`src/lrpg_pkg.sv`:
```
`default_nettype none
package lrpg_pkg;

	localparam int unsigned IDX_W = 6;

	localparam logic [2:0] OP_IDLE     = 3'd0;
	localparam logic [2:0] OP_LISTEN   = 3'd1;
	localparam logic [2:0] OP_THINK    = 3'd2;
	localparam logic [2:0] OP_SPEAK    = 3'd3;
	localparam logic [2:0] OP_ERROR    = 3'd4;
	localparam logic [2:0] OP_UPDATE   = 3'd5;
	localparam logic [2:0] OP_MUSIC    = 3'd6;
	localparam logic [2:0] OP_FOLLOWUP = 3'd7;

	typedef enum logic [2:0] {
		MODE_DARK,
		MODE_RAINBOW,
		MODE_LISTEN,
		MODE_THINK,
		MODE_SPEAK,
		MODE_ERROR,
		MODE_UPDATE,
		MODE_FOLLOW
	} mode_t;

	typedef struct packed {
		logic [31:0] time_ms;
		logic [2:0]  operation;
		logic [7:0]  level;
	} in_word_t;

	typedef struct packed {
		logic [IDX_W-1:0] pixel_index;
		logic [7:0]       red;
		logic [7:0]       green;
		logic [7:0]       blue;
		logic             last;
	} out_word_t;

	typedef struct packed {
		logic [7:0] r;
		logic [7:0] g;
		logic [7:0] b;
	} rgb_t;

	typedef struct packed {
		mode_t            mode;
		logic [IDX_W-1:0] head;
		logic [15:0]      base;
		logic [7:0]       rv;
		logic [IDX_W:0]   lit;
		logic [7:0]       sv;
		logic             err_on;
	} frame_t;

	typedef struct packed {
		frame_t           frame;
		logic [IDX_W-1:0] idx;
		logic             last;
	} pix_req_t;

	localparam int unsigned THINK_STEP_MS  = 70;
	localparam int unsigned FOLLOW_STEP_MS = 110;
	localparam int unsigned BLINK_MS       = 180;

	localparam int unsigned HEAD_SH = 20;
	localparam logic [14:0] THINK_MAG =
		15'(((64'd1 << HEAD_SH) + 64'(THINK_STEP_MS) - 64'd1) / 64'(THINK_STEP_MS));
	localparam logic [14:0] FOLLOW_MAG =
		15'(((64'd1 << HEAD_SH) + 64'(FOLLOW_STEP_MS) - 64'd1) / 64'(FOLLOW_STEP_MS));

	localparam logic [16:0] DIV255_MAG = 17'd65794;
	localparam int unsigned DIV255_SH  = 24;

	localparam logic [7:0] RAINBOW_PEAK = 8'd160;
	localparam logic [7:0] SPEAK_PEAK   = 8'd155;
	localparam logic [5:0] SPEED_BASE   = 6'd6;
	localparam logic [7:0] LISTEN_FULL  = 8'd170;

	localparam rgb_t RGB_OFF     = '{r: 8'd0,   g: 8'd0,  b: 8'd0};
	localparam rgb_t RGB_ERROR   = '{r: 8'd130, g: 8'd0,  b: 8'd0};
	localparam rgb_t RGB_DOT     = '{r: 8'd150, g: 8'd68, b: 8'd0};
	localparam rgb_t RGB_DOT_BG  = '{r: 8'd14,  g: 8'd6,  b: 8'd0};

	// Residue of a 32-bit value, folded byte by byte with the byte weights mod M.
	function automatic logic [22:0] fold_mod(input logic [31:0] t, input logic [12:0] c1,
		input logic [12:0] c2, input logic [12:0] c3);
		return 23'(t[7:0]) + 23'(t[15:8]) * 23'(c1) + 23'(t[23:16]) * 23'(c2)
			+ 23'(t[31:24]) * 23'(c3);
	endfunction

	// Exact x / 255 for x below 66052.
	function automatic logic [7:0] div255(input logic [15:0] x);
		logic [32:0] p;
		p = 33'(x) * 33'(DIV255_MAG);
		return p[DIV255_SH+7:DIV255_SH];
	endfunction

endpackage
`default_nettype wire

```
`src/led_ring_pattern_generator.sv`:
```
// LED ring frame generator.
// A word on the input channel (in_valid/in_ready, in_word) is one frame request:
// time in milliseconds, display mode and audio level. For each request the block
// sends RING_LEDS words on the output channel (out_valid/out_ready, out_word),
// one per LED in index order, with last set on the final LED.
// The single configuration bit is written through cfg_we/cfg_wdata and selects
// whether idle mode shows the level-driven rainbow or stays dark.
// From an accepted request, the first pixel of a frame passes eleven registers:
// five frame setup stages, the frame register and five pixel stages; the
// accepting edge loads the first of them.
// Throughput: one pixel per cycle while out_ready stays high; the frame
// sequencer steps through the LEDs one per cycle unless the pixel stages are
// full. Requests queue in the setup stages while a frame is being sent.
// Reset clears all valid bits, the LED counter and the configuration bit.
// When the receiver holds out_ready low, the output word stays put, the pixel
// stages fill up and stop, and in_ready drops once every stage holds a word.
`default_nettype none
module led_ring_pattern_generator
	import lrpg_pkg::*;
#(
	parameter int unsigned RING_LEDS = 12
) (
	input  wire logic      clk,
	input  wire logic      arst_n,
	input  wire logic      cfg_we,
	input  wire logic      cfg_wdata,
	input  wire logic      in_valid,
	output logic           in_ready,
	input  wire in_word_t  in_word,
	output logic           out_valid,
	input  wire logic      out_ready,
	output out_word_t      out_word
);

	localparam int unsigned M70  = THINK_STEP_MS * RING_LEDS;
	localparam int unsigned M110 = FOLLOW_STEP_MS * RING_LEDS;
	localparam int unsigned M360 = 2 * BLINK_MS;
	localparam int unsigned QSH  = 36;

	localparam logic [12:0] F70_1  = 13'((64'd1 << 8) % 64'(M70));
	localparam logic [12:0] F70_2  = 13'((64'd1 << 16) % 64'(M70));
	localparam logic [12:0] F70_3  = 13'((64'd1 << 24) % 64'(M70));
	localparam logic [12:0] F110_1 = 13'((64'd1 << 8) % 64'(M110));
	localparam logic [12:0] F110_2 = 13'((64'd1 << 16) % 64'(M110));
	localparam logic [12:0] F110_3 = 13'((64'd1 << 24) % 64'(M110));
	localparam logic [12:0] F360_1 = 13'((64'd1 << 8) % 64'(M360));
	localparam logic [12:0] F360_2 = 13'((64'd1 << 16) % 64'(M360));
	localparam logic [12:0] F360_3 = 13'((64'd1 << 24) % 64'(M360));

	localparam logic [29:0] Q70_MAG  = 30'(((64'd1 << QSH) + 64'(M70) - 64'd1) / 64'(M70));
	localparam logic [29:0] Q110_MAG = 30'(((64'd1 << QSH) + 64'(M110) - 64'd1) / 64'(M110));
	localparam logic [29:0] Q360_MAG = 30'(((64'd1 << QSH) + 64'(M360) - 64'd1) / 64'(M360));

	localparam logic [IDX_W-1:0] LAST_IDX = IDX_W'(RING_LEDS - 1);

	logic idle_rb_q;

	always_ff @(posedge clk or negedge arst_n) begin
		if (!arst_n) begin
			idle_rb_q <= 1'b0;
		end else if (cfg_we) begin
			idle_rb_q <= cfg_wdata;
		end
	end

	logic ld_s1, ld_s2, ld_s3, ld_s4, ld_s5, fr_ld;
	logic vld_s1, vld_s2, vld_s3, vld_s4, vld_s5;
	logic fr_vld_q;
	logic [IDX_W-1:0] cnt_q;
	logic pix_ready;
	logic cnt_last;

	assign cnt_last = (cnt_q == LAST_IDX);
	assign fr_ld    = !fr_vld_q || (pix_ready && cnt_last);
	assign ld_s5    = !vld_s5 || fr_ld;
	assign ld_s4    = !vld_s4 || ld_s5;
	assign ld_s3    = !vld_s3 || ld_s4;
	assign ld_s2    = !vld_s2 || ld_s3;
	assign ld_s1    = !vld_s1 || ld_s2;
	assign in_ready = ld_s1;

	always_ff @(posedge clk or negedge arst_n) begin
		if (!arst_n) begin
			vld_s1   <= 1'b0;
			vld_s2   <= 1'b0;
			vld_s3   <= 1'b0;
			vld_s4   <= 1'b0;
			vld_s5   <= 1'b0;
			fr_vld_q <= 1'b0;
			cnt_q    <= '0;
		end else begin
			if (ld_s1) vld_s1 <= in_valid;
			if (ld_s2) vld_s2 <= vld_s1;
			if (ld_s3) vld_s3 <= vld_s2;
			if (ld_s4) vld_s4 <= vld_s3;
			if (ld_s5) vld_s5 <= vld_s4;
			if (fr_ld) begin
				fr_vld_q <= vld_s5;
				cnt_q    <= '0;
			end else if (fr_vld_q && pix_ready) begin
				cnt_q <= cnt_q + IDX_W'(1);
			end
		end
	end

	// Stage 1: request and resolved mode.
	logic [31:0] t_s1;
	logic [7:0]  lvl_s1;
	mode_t       mode_s1;
	mode_t       mode_in;

	always_comb begin
		unique case (in_word.operation)
			OP_IDLE:     mode_in = idle_rb_q ? MODE_RAINBOW : MODE_DARK;
			OP_LISTEN:   mode_in = MODE_LISTEN;
			OP_THINK:    mode_in = MODE_THINK;
			OP_SPEAK:    mode_in = MODE_SPEAK;
			OP_ERROR:    mode_in = MODE_ERROR;
			OP_UPDATE:   mode_in = MODE_UPDATE;
			OP_MUSIC:    mode_in = MODE_RAINBOW;
			OP_FOLLOWUP: mode_in = MODE_FOLLOW;
		endcase
	end

	always_ff @(posedge clk) begin
		if (ld_s1) begin
			t_s1    <= in_word.time_ms;
			lvl_s1  <= in_word.level;
			mode_s1 <= mode_in;
		end
	end

	// Stage 2: time folded into small residues, level products, rainbow base.
	mode_t       mode_s2;
	logic [22:0] x70_s2, x110_s2, x360_s2;
	logic [15:0] p160_s2, plit_s2, p155_s2;
	logic [15:0] base_s2;
	logic [21:0] base_prod;

	assign base_prod = 22'(t_s1[15:0]) * 22'(6'(lvl_s1[7:3]) + SPEED_BASE);

	always_ff @(posedge clk) begin
		if (ld_s2) begin
			mode_s2  <= mode_s1;
			x70_s2   <= fold_mod(t_s1, F70_1, F70_2, F70_3);
			x110_s2  <= fold_mod(t_s1, F110_1, F110_2, F110_3);
			x360_s2  <= fold_mod(t_s1, F360_1, F360_2, F360_3);
			p160_s2  <= 16'(lvl_s1) * 16'(RAINBOW_PEAK);
			plit_s2  <= 16'(lvl_s1) * 16'(RING_LEDS) + 16'd127;
			p155_s2  <= 16'(lvl_s1) * 16'(SPEAK_PEAK);
			base_s2  <= base_prod[15:0];
		end
	end

	// Stage 3: quotients by reciprocal multiplication.
	mode_t          mode_s3;
	logic [22:0]    x70_s3, x110_s3, x360_s3;
	logic [15:0]    q70_s3, q110_s3, q360_s3;
	logic [15:0]    base_s3;
	logic [7:0]     rv_s3, sv_s3;
	logic [IDX_W:0] lit_s3;
	logic [52:0]    qp70, qp110, qp360;
	logic [7:0]     lit_full;

	always_comb begin
		qp70     = 53'(x70_s2) * 53'(Q70_MAG);
		qp110    = 53'(x110_s2) * 53'(Q110_MAG);
		qp360    = 53'(x360_s2) * 53'(Q360_MAG);
		lit_full = div255(plit_s2);
	end

	always_ff @(posedge clk) begin
		if (ld_s3) begin
			mode_s3 <= mode_s2;
			x70_s3  <= x70_s2;
			x110_s3 <= x110_s2;
			x360_s3 <= x360_s2;
			q70_s3  <= qp70[QSH+15:QSH];
			q110_s3 <= qp110[QSH+15:QSH];
			q360_s3 <= qp360[QSH+15:QSH];
			base_s3 <= base_s2;
			rv_s3   <= div255(p160_s2);
			sv_s3   <= div255(p155_s2);
			lit_s3  <= lit_full[IDX_W:0];
		end
	end

	// Stage 4: remainders.
	mode_t          mode_s4;
	logic [12:0]    r70_s4, r110_s4, r360_s4;
	logic [15:0]    base_s4;
	logic [7:0]     rv_s4, sv_s4;
	logic [IDX_W:0] lit_s4;
	logic [28:0]    qm70, qm110, qm360;

	always_comb begin
		qm70  = 29'(q70_s3) * 29'(M70);
		qm110 = 29'(q110_s3) * 29'(M110);
		qm360 = 29'(q360_s3) * 29'(M360);
	end

	always_ff @(posedge clk) begin
		if (ld_s4) begin
			mode_s4 <= mode_s3;
			r70_s4  <= 13'(29'(x70_s3) - qm70);
			r110_s4 <= 13'(29'(x110_s3) - qm110);
			r360_s4 <= 13'(29'(x360_s3) - qm360);
			base_s4 <= base_s3;
			rv_s4   <= rv_s3;
			sv_s4   <= sv_s3;
			lit_s4  <= lit_s3;
		end
	end

	// Stage 5: comet head position and blink phase.
	frame_t      frame_s5;
	logic [27:0] hp70, hp110;
	frame_t      frame_nx;

	always_comb begin
		hp70            = 28'(r70_s4) * 28'(THINK_MAG);
		hp110           = 28'(r110_s4) * 28'(FOLLOW_MAG);
		frame_nx.mode   = mode_s4;
		frame_nx.head   = (mode_s4 == MODE_FOLLOW) ? hp110[HEAD_SH+IDX_W-1:HEAD_SH]
			: hp70[HEAD_SH+IDX_W-1:HEAD_SH];
		frame_nx.base   = base_s4;
		frame_nx.rv     = rv_s4;
		frame_nx.lit    = lit_s4;
		frame_nx.sv     = sv_s4;
		frame_nx.err_on = r360_s4 < 13'(BLINK_MS);
	end

	always_ff @(posedge clk) begin
		if (ld_s5) frame_s5 <= frame_nx;
	end

	// Frame register; the counter walks the LEDs.
	frame_t   fr_q;
	pix_req_t pix_req;

	always_ff @(posedge clk) begin
		if (fr_ld) fr_q <= frame_s5;
	end

	assign pix_req.frame = fr_q;
	assign pix_req.idx   = cnt_q;
	assign pix_req.last  = cnt_last;

	lrpg_pixel_pipe #(
		.RING_LEDS (RING_LEDS)
	) u_pixel (
		.clk       (clk),
		.arst_n    (arst_n),
		.in_valid  (fr_vld_q),
		.in_ready  (pix_ready),
		.in_req    (pix_req),
		.out_valid (out_valid),
		.out_ready (out_ready),
		.out_word  (out_word)
	);

endmodule
`default_nettype wire

```
`src/lrpg_pixel_pipe.sv`:
```
`default_nettype none
module lrpg_pixel_pipe
	import lrpg_pkg::*;
#(
	parameter int unsigned RING_LEDS = 12
) (
	input  wire logic      clk,
	input  wire logic      arst_n,
	input  wire logic      in_valid,
	output logic           in_ready,
	input  wire pix_req_t  in_req,
	output logic           out_valid,
	input  wire logic      out_ready,
	output out_word_t      out_word
);

	localparam logic [IDX_W:0]   RING_N  = (IDX_W+1)'(RING_LEDS);
	localparam logic [IDX_W-1:0] HALF_D  = IDX_W'(RING_LEDS - RING_LEDS / 2);
	localparam int unsigned      HUE_SH  = 28;
	localparam logic [27:0]      HUE_MAG =
		28'(((64'd1 << HUE_SH) + 64'(RING_LEDS) - 64'd1) / 64'(RING_LEDS));
	localparam int unsigned      LIS_SH  = 20;
	localparam logic [27:0]      LIS_K   =
		28'(64'(LISTEN_FULL) * (((64'd1 << LIS_SH) + 64'(RING_LEDS) - 64'd2)
		/ 64'(RING_LEDS - 1)));

	function automatic rgb_t think_color(input logic [IDX_W-1:0] d);
		rgb_t c;
		unique case (d)
			IDX_W'(0): c = '{r: 8'd75, g: 8'd45, b: 8'd150};
			IDX_W'(1): c = '{r: 8'd54, g: 8'd32, b: 8'd108};
			IDX_W'(2): c = '{r: 8'd33, g: 8'd19, b: 8'd66};
			IDX_W'(3): c = '{r: 8'd12, g: 8'd7,  b: 8'd24};
			default:   c = RGB_OFF;
		endcase
		return c;
	endfunction

	function automatic rgb_t update_color(input logic [IDX_W-1:0] d);
		rgb_t c;
		unique case (d)
			IDX_W'(0): c = '{r: 8'd0, g: 8'd160, b: 8'd24};
			IDX_W'(1): c = '{r: 8'd0, g: 8'd118, b: 8'd17};
			IDX_W'(2): c = '{r: 8'd0, g: 8'd76,  b: 8'd11};
			IDX_W'(3): c = '{r: 8'd0, g: 8'd34,  b: 8'd5};
			default:   c = RGB_OFF;
		endcase
		return c;
	endfunction

	// Six-sector hue to color at full saturation and full value.
	function automatic rgb_t hue_color(input logic [10:0] h);
		rgb_t c;
		c = RGB_OFF;
		priority if (h < 11'd255) begin
			c.r = 8'd255;
			c.g = h[7:0];
		end else if (h < 11'd510) begin
			c.r = 8'(11'd510 - h);
			c.g = 8'd255;
		end else if (h < 11'd765) begin
			c.g = 8'd255;
			c.b = 8'(h - 11'd510);
		end else if (h < 11'd1020) begin
			c.g = 8'(11'd1020 - h);
			c.b = 8'd255;
		end else if (h < 11'd1275) begin
			c.r = 8'(h - 11'd1020);
			c.b = 8'd255;
		end else if (h < 11'd1530) begin
			c.r = 8'd255;
			c.b = 8'(11'd1530 - h);
		end else begin
			c.r = 8'd255;
		end
		return c;
	endfunction

	logic ld_p1, ld_p2, ld_p3, ld_p4, ld_p5;
	logic vld_p1, vld_p2, vld_p3, vld_p4, vld_p5;

	assign ld_p5    = !vld_p5 || out_ready;
	assign ld_p4    = !vld_p4 || ld_p5;
	assign ld_p3    = !vld_p3 || ld_p4;
	assign ld_p2    = !vld_p2 || ld_p3;
	assign ld_p1    = !vld_p1 || ld_p2;
	assign in_ready = ld_p1;
	assign out_valid = vld_p5;

	always_ff @(posedge clk or negedge arst_n) begin
		if (!arst_n) begin
			vld_p1 <= 1'b0;
			vld_p2 <= 1'b0;
			vld_p3 <= 1'b0;
			vld_p4 <= 1'b0;
			vld_p5 <= 1'b0;
		end else begin
			if (ld_p1) vld_p1 <= in_valid;
			if (ld_p2) vld_p2 <= vld_p1;
			if (ld_p3) vld_p3 <= vld_p2;
			if (ld_p4) vld_p4 <= vld_p3;
			if (ld_p5) vld_p5 <= vld_p4;
		end
	end

	// Stage 1: registered request.
	pix_req_t req_p1;

	always_ff @(posedge clk) begin
		if (ld_p1) req_p1 <= in_req;
	end

	// Stage 2: per-pixel hue offset, comet distance and level bar color.
	pix_req_t         req_p2;
	logic [15:0]      hue_add_p2;
	logic [IDX_W-1:0] d_p2;
	logic [7:0]       lr_p2;
	logic             lit_on_p2;
	logic [33:0]      hue_prod;
	logic [33:0]      lis_prod;
	logic [IDX_W:0]   d_sum;
	logic [IDX_W:0]   d_red;

	always_comb begin
		hue_prod = 34'(req_p1.idx) * 34'(HUE_MAG);
		lis_prod = 34'(req_p1.idx) * 34'(LIS_K);
		d_sum    = (IDX_W+1)'(req_p1.frame.head) + RING_N - (IDX_W+1)'(req_p1.idx);
		d_red    = (d_sum >= RING_N) ? d_sum - RING_N : d_sum;
	end

	always_ff @(posedge clk) begin
		if (ld_p2) begin
			req_p2     <= req_p1;
			hue_add_p2 <= hue_prod[HUE_SH-1:HUE_SH-16];
			lr_p2      <= lis_prod[LIS_SH+7:LIS_SH];
			d_p2       <= d_red[IDX_W-1:0];
			lit_on_p2  <= (IDX_W+1)'(req_p1.idx) < req_p1.frame.lit;
		end
	end

	// Stage 3: hue to sector position, flat color of the other modes.
	pix_req_t    req_p3;
	logic [10:0] h6_p3;
	rgb_t        flat_p3;
	logic [15:0] hue;
	logic [26:0] h6_prod;
	rgb_t        flat;

	always_comb begin
		hue     = req_p2.frame.base + hue_add_p2;
		h6_prod = 27'(hue) * 27'd1530 + 27'd32768;
		unique case (req_p2.frame.mode)
			MODE_DARK, MODE_RAINBOW: flat = RGB_OFF;
			MODE_LISTEN: flat = lit_on_p2
				? rgb_t'{r: lr_p2, g: LISTEN_FULL - lr_p2, b: 8'd0} : RGB_OFF;
			MODE_THINK:  flat = think_color(d_p2);
			MODE_UPDATE: flat = update_color(d_p2);
			MODE_SPEAK:  flat = '{r: 8'd0, g: req_p2.frame.sv, b: req_p2.frame.sv};
			MODE_ERROR:  flat = req_p2.frame.err_on ? RGB_ERROR : RGB_OFF;
			MODE_FOLLOW: flat = (d_p2 == '0 || d_p2 == HALF_D) ? RGB_DOT : RGB_DOT_BG;
		endcase
	end

	always_ff @(posedge clk) begin
		if (ld_p3) begin
			req_p3  <= req_p2;
			h6_p3   <= h6_prod[26:16];
			flat_p3 <= flat;
		end
	end

	// Stage 4: sector decode.
	pix_req_t req_p4;
	rgb_t     hc_p4;
	rgb_t     flat_p4;

	always_ff @(posedge clk) begin
		if (ld_p4) begin
			req_p4  <= req_p3;
			hc_p4   <= hue_color(h6_p3);
			flat_p4 <= flat_p3;
		end
	end

	// Stage 5: value scaling and output register.
	logic [8:0]  vs;
	logic [16:0] pr, pg, pb;
	rgb_t        col;

	always_comb begin
		vs = 9'(req_p4.frame.rv) + 9'd1;
		pr = 17'(hc_p4.r) * 17'(vs);
		pg = 17'(hc_p4.g) * 17'(vs);
		pb = 17'(hc_p4.b) * 17'(vs);
		if (req_p4.frame.mode == MODE_RAINBOW) begin
			col = '{r: pr[15:8], g: pg[15:8], b: pb[15:8]};
		end else begin
			col = flat_p4;
		end
	end

	always_ff @(posedge clk) begin
		if (ld_p5) begin
			out_word.pixel_index <= req_p4.idx;
			out_word.red         <= col.r;
			out_word.green       <= col.g;
			out_word.blue        <= col.b;
			out_word.last        <= req_p4.last;
		end
	end

endmodule
`default_nettype wire

```
`config.mk`:
```
export PLATFORM = sky130hd
export DESIGN_NAME = led_ring_pattern_generator
export DESIGN_NICKNAME = d
export VERILOG_FILES = /design/src/lrpg_pkg.sv /design/src/led_ring_pattern_generator.sv /design/src/lrpg_pixel_pipe.sv
export SDC_FILE = /design/constraint.sdc
export NUM_CORES = 2
export LEC_CHECK = 0
export ABC_AREA = 1
export BUFFER_PORTS_ARGS = -buffer_cell sky130_fd_sc_hd__buf_2
export CORE_MARGIN = 2
export CORE_UTILIZATION = 58
export DETAILED_ROUTE_END_ITERATION = 6
export PLACE_DENSITY_LB_ADDON = 0.08
export SKIP_LAST_GASP = 1
export SYNTH_ARGS = -nofsm -noshare
export SYNTH_HDL_FRONTEND = slang
export SYNTH_SLANG_ARGS = --single-unit
```
`constraint.sdc`:
```
create_clock -name clk -period 10.4 [get_ports clk]
set_clock_uncertainty 0.1 [all_clocks]
set_input_delay 2.6 -clock clk [delete_from_list [all_inputs] [get_ports clk]]
set_output_delay 2.6 -clock clk [all_outputs]
set_load 0.03 [all_outputs]
```
==> impl_metrics.toml <==
[sta]
tightest_slew_ns = 1.12
min_period_over_period_pct = 73.9
min_period_ns = 7.68
finalSetupTns_ns = 0
rsz0062_at_grt = "no"
fmax_mhz = 130
hold_viol_final = 0
setup_viol = 0
max-slew-margin-rel_pct = 25.3
drv_slew = 0
whs_ns = 0.310

[clocking]
postCtsSetupRepairBufs = 0
cts_tree = "yes"
clock_sinks = 720
cts_resized = 0
clock_tree.buffer_depth = 3
clk_latency_ns = 0.72
cts.reportedPaths.clkPinSlew_ns = 0.06
ctsRootBufferMaster = "clkbuf_16"
hold_buffers = 0
htreeDepth = 3
cts-buffers-inserted = 84

[finish]
fin_nets = 10398
syn2layout_area_growth_pct = 6.96
layoutNonFillerInstCount = 10075
fillers = 11282
diodes = 0
drive_gt1_share_pct = 3.82

[logic_synthesis]
synth_top_area_share_pct = 27.1
synth-simple-area-share_pct = 11.7
synth_compound_area_share_pct = 6.82
synth_area_leaders = "edfxtp_1 (27%), ha_1 (22%), fa_1 (19%)"
async_flop_share_pct = 2.50
synthesis.nets = 10262
netlist_instances = 8099
ys.flop_type = "edfxtp_1"
synth_seq_cells = 720
synth_edf_count = 702
synth-seq-area-share_pct = 27.7
yosys_warnings = 0
syn_area_um2 = 77700
synth.area.mux_share_pct = 0.0145
avgSynthCellArea_um2 = 9.60
yosys.area_share.adder_pct = 41.1
synth_xor_area_share_pct = 3.74
synth.distinct_cells = 67
yosysTopAreaCell = "edfxtp_1"
synth_top_family_by_area = "adder cells"

[place]
post-place-cells = 9917
post-dp-hpwl_mm = 153
gp_congestion = 0.945
portBuffers = 81

[critical_path]
cp-end-kind = "output port"
cp-start-kind = "input port"
required_ns = 7.70
crit_arrival_ns = 4.98
crit_type = "in2out"
cp_max_fo = 49

[routing]
wl_per_cell_um = 18.2
drc_errors = 0
drt_wl_total_mm = 183
drt_iter0_markers = 3013
avgViaCountPerCell = 5.39
drtPass1Iterations = 5
vias = 54283
ant_nets = 0

[global_routing]
grt_util_all_layers_pct = 27.9
grt_overflow = 0
antenna_found_initial = 0
grt_pass1_vias = 57631
grt_pass1_wl_mm = 300
grt_max_degree = 75

[floorplanning]
dieWidth_um = 370
row_count = 134
dieArea_um2 = 137000
initial_utilization_pct = 58.3
core_area_um2 = 133000
dieHeight_um = 370
ios = 82

[flow_run]
maxCapViolations = 0

[outcome]
run_status = "finished clean"

[worst_hold_path]
hold_path.class = "reg2reg"
metrics by stage:
stage                     cell area [um2]  worst slack, ns  utilization, %
after floorplan                     77700            0.256               -
after global placement              80300             2.75            60.2
after detailed placement            80300             2.70            60.2
after CTS                           83100             2.69            62.4
after global routing                83100             2.33            62.4
final                               83100             2.72            62.4
cell usage after synthesis (4+ instances only):
library cell  number
nor4_1            22
nor2_1           510
xor2_1           215
o31ai_1           18
and3_1             8
buf_4              7
o22ai_1            4
o2111ai_1         10
a221oi_1           6
ha_1            1381
nand2_2           10
o21ai_0          241
inv_2              6
nand3b_1          16
nor3_1            73
dfrtp_1           18
inv_1           1773
a211oi_1          20
a31oi_1           33
o21ai_1            4
o211ai_1          19
clkbuf_1          21
o21a_1            17
edfxtp_1         702
xor2_2             6
a21boi_0           9
nand3_1          238
fa_1             733
a21o_1            47
xnor2_1           96
a21oi_1          433
nand4_1           71
nand2_1         1195
o21bai_1          41
buf_1              7
clkinv_1           7
nand2_4            5
or2_2             21
nor2_4             4
buf_2             11
sequential cells by signal, summed over array words and instances, names as in the netlist, 18 cells and up:
register	count
u_pixel.flat_p3	24
t_s1	32
u_pixel.flat_p4	24
u_pixel.req_p4	18
u_pixel.req_p2	43
u_pixel.req_p1	55
x110_s2	19
u_pixel.out_word	31
fr_q	48
u_pixel.req_p3	18
u_pixel.hc_p4	24
frame_s5	48
layout make-up:
| cell class | instances | area, um2 | share of cell area (%) |
|---|---|---|---|
| Multi-Input combinational cell | 5542 | 49300 | 59.3 |
| Sequential cell | 720 | 21500 | 25.9 |
| Inverter | 1786 | 6710 | 8.07 |
| Clock buffer | 100 | 2210 | 2.66 |
| Tap cell | 1768 | 2210 | 2.66 |
| Clock inverter | 58 | 652 | 0.784 |
| Timing Repair Buffer | 101 | 556 | 0.668 |
worst paths after layout:
check,from,end,slack (ns),depth (start not counted)
worst max-delay path,out_ready,in_ready,2.72,14
worst min-delay path,u_pixel.req_p3[54],u_pixel.req_p4[54],0.31,0
worst max register to register,u_pixel.hue_add_p2[6],u_pixel.h6_p3[9],3.07,30
worst min register to register,u_pixel.req_p3[54],u_pixel.req_p4[54],0.31,0
max in group asynchronous,arst_n,cnt_q[2],8.07,1
min in group asynchronous,arst_n,u_pixel.vld_p4,1.77,1
worst max-delay path, cell delays in order:
cell and delay [ns]:
buf_2 0.09, nor2_1 0.17, nand2_2 0.08, nor2_2 0.19
nand2_4 0.15, nor2_4 0.16, nand2_4 0.10, o21ai_4 0.13
nand2_4 0.08, nor2_4 0.14, nand2_4 0.40, nor2_4 0.30
nand2_2 0.14, buf_2 0.21
cells in the final DEF, fill, tap and decap left out, drive strengths merged, types with 101 or more instances in the layout:
master	n
a21oi	436
buf	101
edfxtp	702
fa	733
ha	1381
inv	1791
nand2	1210
nand3	238
nor2	515
o21ai	248
xor2	222
cell families (layout without fill, tap and decap cells):
kind of cell / Yosys count / count (layout)
and+or+nand+nor: 2181 / 2181
adders and majority gates: 2114 / 2114
buffers and inverters: 1837 / 2045
AOI/OAI and AO/OA: 925 / 925
DFF: 720 / 720
xor gates and xnor gates: 321 / 321
muxes: 1 / 1
routing by layer:
layer	vias up	wire, um	GRT usage [%]
met1	26241	78600	35.1
met5	-	0	0
met2	1077	90800	49.3
li1	26640	-	-
met3	325	7070	3.35
met4	0	6980	10.2
Power is left out: the tool's default activity adds up to more than one toggle a clock period on the data nets, which glitch-free logic cannot reach.
